===== config.mk =====
export PLATFORM = sky130hd
export DESIGN_NAME = depq_cell
export DESIGN_NICKNAME = d
export VERILOG_FILES = /design/src/sv/depq_pkg.sv /design/src/sv/depq_cell.sv
export SDC_FILE = /design/constraint.sdc
export NUM_CORES = 1
export LEC_CHECK = 0
export ABC_AREA = 1
export BUFFER_PORTS_ARGS = -buffer_cell sky130_fd_sc_hd__buf_2
export CAP_MARGIN = 30
export CORE_MARGIN = 5
export CORE_UTILIZATION = 41
export CTS_CLUSTER_SIZE = 30
export DETAILED_ROUTE_END_ITERATION = 6
export PLACE_DENSITY = 0.89
export SLEW_MARGIN = 25
export SYNTH_ARGS = -nofsm -noshare
export SYNTH_HDL_FRONTEND = slang
export SYNTH_SLANG_ARGS = --single-unit

===== constraint.sdc =====
create_clock -name clock -period 2.4 [get_ports clock]
set_input_delay 0 -clock clock [delete_from_list [all_inputs] [get_ports clock]]
set_output_delay 0 -clock clock [all_outputs]
set_load 0.02 [all_outputs]

===== src/sv/depq_pkg.sv =====
package depq_pkg;

   localparam int ValueWidth = 32;
   localparam int OccWidth   = 7;

   typedef enum logic [1:0] {
      KIND_INSERT  = 2'd0,
      KIND_DEL_MAX = 2'd1,
      KIND_DEL_MIN = 2'd2,
      KIND_CLEAR   = 2'd3
   } kind_type;

   typedef struct packed {
      kind_type                      kind;
      logic signed [ValueWidth-1:0]  value;
   } req_type;

   typedef struct packed {
      logic                          is_empty;
      logic signed [ValueWidth-1:0]  largest;
      logic signed [ValueWidth-1:0]  smallest;
      logic [OccWidth-1:0]           occupancy;
      logic                          insert_dropped;
   } rsp_type;

   // command broadcast to every cell of the chain
   typedef enum logic [2:0] {
      CELL_HOLD,
      CELL_INSERT,
      CELL_DEL_MAX,
      CELL_DEL_MIN,
      CELL_CLEAR
   } cell_op_type;

   typedef struct packed {
      cell_op_type                   op;
      logic signed [ValueWidth-1:0]  value;
   } cell_ctl_type;

   // signed order as unsigned order
   function automatic logic key_greater(input logic [ValueWidth-1:0] a,
                                        input logic [ValueWidth-1:0] b);
      return {~a[ValueWidth-1], a[ValueWidth-2:0]} > {~b[ValueWidth-1], b[ValueWidth-2:0]};
   endfunction

endpackage


===== src/sv/depq_cell.sv =====
module depq_cell (
   input  logic                              clock,
   input  logic                              reset,
   input  depq_pkg::cell_ctl_type            ctl,
   input  logic signed [depq_pkg::ValueWidth-1:0] left_val,
   input  logic                              left_valid,
   input  logic                              left_gt,
   input  logic signed [depq_pkg::ValueWidth-1:0] right_val,
   input  logic                              right_valid,
   output logic signed [depq_pkg::ValueWidth-1:0] val,
   output logic                              valid,
   output logic                              gt
);
   import depq_pkg::*;

   logic signed [ValueWidth-1:0] val_ff, val_in;
   logic                         valid_ff, valid_in;

   // this entry is held and lies above the incoming value
   assign gt    = valid_ff && key_greater(val_ff, ctl.value);
   assign val   = val_ff;
   assign valid = valid_ff;

   always_comb begin
      val_in   = val_ff;
      valid_in = valid_ff;
      case (ctl.op)
         CELL_INSERT: begin
            if (left_gt) begin
               // larger entries move up one place
               val_in   = left_val;
               valid_in = 1'b1;
            end else if (left_valid && (gt || !valid_ff)) begin
               val_in   = ctl.value;
               valid_in = 1'b1;
            end
         end
         CELL_DEL_MIN: begin
            val_in   = right_val;
            valid_in = right_valid;
         end
         CELL_DEL_MAX: begin
            valid_in = valid_ff && right_valid;
         end
         CELL_CLEAR: begin
            valid_in = 1'b0;
         end
         default: begin
         end
      endcase
   end

   always_ff @(posedge clock) begin
      val_ff <= val_in;
      if (reset) begin
         valid_ff <= 1'b0;
      end else begin
         valid_ff <= valid_in;
      end
   end

endmodule


## Word-level counts from Yosys, hierarchy flattened

Cells that the tools add are included.

- Register bits: 33
- Output and inout port bits: 34
- Logic and storage cells: 25

- $lt $le $gt $ge: 1
- Equal/unequal tests: 5
- Multiplexer cells: 6
- Bitwise logic cells: 2
- Reductions and logical operators: 9

Operators by type and width:

| cell | count |
|---|---|
| 32-bit two-way mux | 2 |
| 32-bit case mux with 2 select lines | 1 |
| 32-bit > comparator | 1 |
| 3-bit by 2-bit == test with 1-bit output (second input constant) | 2 |
| 1-bit case mux with 4 select lines | 1 |
| 2-bit AND reduction | 2 |
| 4-bit nonzero test | 1 |
| 3-bit by 1-bit == test with 1-bit output (second input constant) | 1 |
| 3-bit == test (second input constant) | 1 |
| 1-bit logical AND | 3 |
| 3-bit != test (second input constant) | 1 |
| 1-bit two-way mux | 2 |
| 1-bit NOT | 2 |
| 2-bit nonzero test | 1 |
| 1-bit zero test | 1 |
| 1-bit logical OR | 1 |

## Longest topological paths before layout

- Word-level depth: 8
- Depth in mapped cells: 19

## Worst setup path before layout

OpenSTA, ideal clock, no wires.

- Path kind: flip-flop to flip-flop
- From: register val_ff[23], in the netlist val[23]
- To: register val_ff[0], in the netlist val[0] (enable)
- Setup time: 389 ps
- Data arrival time: 2245 ps
- Slack: -235 ps
- Stages on the path, launching flop included: 14
- Period minus slack after synthesis: 2635 ps
- Cell sequence: edfxtp_1 -> ha_1 -> nand2_1 -> nor2_2 -> nand4_1 -> nor2_2 -> nand2_1 -> nand2_1 -> nand2_1 -> nand2_1 -> nand2_1 -> nand2_1 -> nand2_2 -> nand2_1

- Cells in the longest elaborated chain, start to end: 6

RTL lines:

| element | RTL line | source |
|---|---|---|
| start: declaration | depq_cell.sv:16 | `logic signed [ValueWidth-1:0] val_ff, val_in;` |
| start signal: assignment | depq_cell.sv:54 | `val_ff <= val_in;` |
| 32-bit > comparator | depq_pkg.sv:43 | `return {~a[ValueWidth-1], a[ValueWidth-2:0]} > {~b[ValueWidth-1], b[ValueWidth-2:0]};` |
| 1-bit logical AND | depq_cell.sv:20 | `assign gt = valid_ff && key_greater(val_ff, ctl.value);` |
| 1-bit logical OR | depq_cell.sv:33 | `end else if (left_valid && (gt \|\| !valid_ff)) begin` |
| 1-bit logical AND | depq_cell.sv:33 |  |
| 3-bit != test (no source line) | n/a |  |
| 2-bit AND reduction (no source line) | n/a |  |

Every way passes these cells.
A chain may end at the register's enable or synchronous reset.

## Worst setup path after layout

- From: register val_ff[23], in the netlist val[23]
- To: register val_ff[26], in the netlist val[26] (enable)

The elaborated chain is that of the path after synthesis.

==> qor.csv <==
stage,metric,value,unit
setup_path,reg2reg_slack,0.11,ns
sta,finalCritPeriodShare,0.9544,
sta,fin_skew,0.003227,ns
synthesis,yosysTopAreaCellShare,0.3765,
power,total_power,1.576,mW
power,ir_worst_vdd,272.1,uV
global_route,antenna_found_initial,0,
die,dieWidth,88.90,um
power,switching_power,485.0,uW
synthesis,syn-num-nets,474,
global_route,grt_overflow,0,
synthesis,synthArstFlopShare,0,
synthesis,synth_area_leaders,"edfxtp_1, nand2_1, ha_1",
global_route,grt_start_max_net_pins,37,
finish,utilization,0.6013,
synthesis,synth_edf_count,32,
sta,drv_slew,0,
placed_design,port_buffers,137,
setup_path,critical_path_required,2.40,ns
finish,final_cells,554,
finish,fill_cells,520,
cts,clk_pin_slew,0.07,ns
synthesis,avgSynthCellArea,7.552,um2
cts,cts_max_level,2,
sta,finalCriticalPeriod,2.291,ns
detailed_routing,dr.first_iter.drc_count,86,
synthesis,netlist-cell-type-count,22,
cts,cts.sinks,33,
sta,worst_hold_slack,0.06648,ns
cts,numCtsBuffers,5,
global_route,grt_pass1_wl,11430,um
detailed_routing,postRouteAntennaNets,0,
die,die_h,88.90,um
global_route,grtUsageTotal,0.1840,
setup_path,path_max_fanout,7,
synthesis,yosysTopAreaCell,edfxtp_1,
setup_path,critical_path_class,reg -> reg,
worst_hold_path,holdCritPathClass,in -> reg,
power,internal-power,1.091,mW
setup_path,start_kind,flip-flop,
finish,syn2layout_area_growth,41.13,%
worst_hold_path,hold_depth,3,
worst_hold_path,min-delay-start,right_val[25],
power,p_seq_frac,0.444,
detailed_routing,drcViolationCount,0,
finish,n_antenna_cell,0,
sta,worst_pin_slew,0.6281,ns
die,die_area,7903,um2
synthesis,ys.flop_type,edfxtp_1,
worst_hold_path,min_to,val[25]$_DFFE_PP_,
setup_path,rr_startpoint,val[23]$_DFFE_PP_,
synthesis,ys_seq_area_frac,0.3843,
status,status,"finished, final reports clean",
synthesis,yosys-top-cells-count,"nand2_1, inv_1, nor2_1",
synthesis,synth_area,2552,um2
run,maxCapViolations,0,
placed_design,dp_hpwl,6082,um
detailed_routing,wire_per_inst,13.85,um
setup_path,worst_ep_arrival_time,2.29,ns
power,powerDensity,437.4,nW/um2
sta,fmax,0.4366,GHz
cts,cts-root-buf,clkbuf_8,
placed_design,gp_congestion,0.8443,
setup_path,worstRegToRegCells,14,
detailed_routing,vias,2745,
synthesis,yosysWarnings,0,
synthesis,synth_seq_cells,33,
power,p_sw_frac,0.3078,
synthesis,syn_inst,338,
placed_design,dp.cells,541,
cts,cts_tree,yes,
finish,drive_gt1_frac,0.3528,
finish,multiInputGateArea,1444,um2
sta,finalHoldViolations,0,
power,p_comb_frac,0.298,
detailed_routing,drt-total-wl,7675,um
sta,fin_tns_setup,0,ns
synthesis,yosysMostFrequentCell,nand2_1,
sta,final-setup-viol-count,0,
cts,insertion_delay,0.28,ns
power,power_leakage,1.899,nW
die,initial_utilization,0.4261,
finish,regArea,980.9,um2
die,fp-row-count,28,
setup_path,cp-end-kind,flip-flop,
die,io_pins,138,
cts,cts_buffer_depth,2,
detailed_routing,routed_via_density,4.955,
sta,slew_headroom,0.5798,
finish,final_net_count,614,
detailed_routing,drt_first_pass_iters,4,
die,core_area,5991,um2
global_route,grt_pass1_vias,2672,
power,p_clk_frac,0.258,
setup_path,r2r_end,val[26]$_DFFE_PP_,
==> placed cells by master, fill, tap and decap left out, types with 2 or more instances in the layout <==
| cell type | Yosys | layout |
|---|---|---|
| inv_1 | 44 | 44 |
| nand2_4 | 0 | 2 |
| nor2_1 | 42 | 41 |
| nand2_1 | 109 | 104 |
| nand2_2 | 1 | 3 |
| nand3_1 | 3 | 3 |
| a21oi_1 | 13 | 13 |
| clkbuf_8 | 0 | 5 |
| a31oi_1 | 32 | 32 |
| clkbuf_16 | 0 | 2 |
| clkinv_2 | 0 | 2 |
| nor2_2 | 4 | 4 |
| nand4_1 | 2 | 2 |
| edfxtp_1 | 32 | 32 |
| ha_1 | 32 | 28 |
| ha_4 | 0 | 4 |
| buf_4 | 0 | 4 |
| o21ai_0 | 3 | 3 |
| buf_12 | 0 | 3 |
| buf_2 | 3 | 137 |
==> power by group through the flow <==
stage | clock network, mW | registers, mW | logic [mW]
after floorplan | 0 | 0.748 | 0.205
after global placement | 0 | 0.707 | 0.418
after detailed placement | 0 | 0.710 | 0.434
after CTS | 0.418 | 0.697 | 0.437
after global routing | 0.442 | 0.702 | 0.525
final | 0.407 | 0.699 | 0.470
==> layout make-up <==
| class | count | share of cell area |
|---|---|---|
| Timing Repair Buffer | 147 | 0.2320 |
| Multi-Input combinational cell | 247 | 0.4008 |
| Clock inverter | 2 | 0.002779 |
| Sequential cell | 33 | 0.2723 |
| Inverter | 44 | 0.04585 |
| Tap cell | 75 | 0.02605 |
| Clock buffer | 6 | 0.02015 |
==> repair_timing <==
action	CTS	global route
buffers inserted	0	2
hold buffers	1	0
gates resized for setup	0	13
endpoints found under the setup margin	0	28
hold endpoints to repair	1	0
==> kinds of logic (layout without fill, tap and decap cells) <==
family                   after synthesis  after routing  share of synthesized area
adder cells (fa/ha/maj)               32             32                     0.1569
AO/OA/AOI/OAI                         51             51                     0.1191
flip-flops                            33             33                     0.3843
buffers and inverters                 58            199                    0.08676
AND/OR/NAND/NOR                      164            164                     0.2529
==> routing by layer <==
layer / track usage / wire (um) / share of wire
met5: 0 / 0 / 0
met4: 0.05357 / 111 / 0.014
met3: 0.04147 / 521 / 0.068
met2: 0.3394 / 3916 / 0.51
met1: 0.2116 / 3125 / 0.41
==> registers in the layout, summed over array words and instances, names as in the netlist <==
signal and count:
val 32, valid 1
==> per-stage QoR <==
stage	cell area, um2	setup WS, ns
2_1_floorplan	2555	0.06546
3_3_place_gp	3356	0.1251
3_5_place_dp	3356	0.04727
4_1_cts	3448	0.03151
5_1_grt	3602	-0.003537
6_report	3602	0.1095
==> how the worst max path moves through the flow <==
stage | startpoint | to | depth (start not counted)
after floorplan | val[23]$_DFFE_PP_ | val[0]$_DFFE_PP_ | 13
after global placement | val[23]$_DFFE_PP_ | val[31]$_DFFE_PP_ | 14
after detailed placement | val[23]$_DFFE_PP_ | val[27]$_DFFE_PP_ | 14
after CTS | val[23]$_DFFE_PP_ | val[27]$_DFFE_PP_ | 14
after global routing | val[15]$_DFFE_PP_ | val[23]$_DFFE_PP_ | 16
final | val[23]$_DFFE_PP_ | val[26]$_DFFE_PP_ | 14
==> worst max-delay path, stage by stage (launching register included) <==
cell,delay [ns]
edfxtp_1,0.47
ha_4,0.32
nand2_4,0.06
nor2_4,0.08
nand4_1,0.15
nor2_2,0.16
nand2_1,0.06
nand2_1,0.06
nand2_1,0.07
nand2_1,0.06
nand2_1,0.06
nand2_2,0.07
nand2_4,0.09
nand2_8,0.12
clkbuf_16,0.18
(Power assumes the default switching activity.)
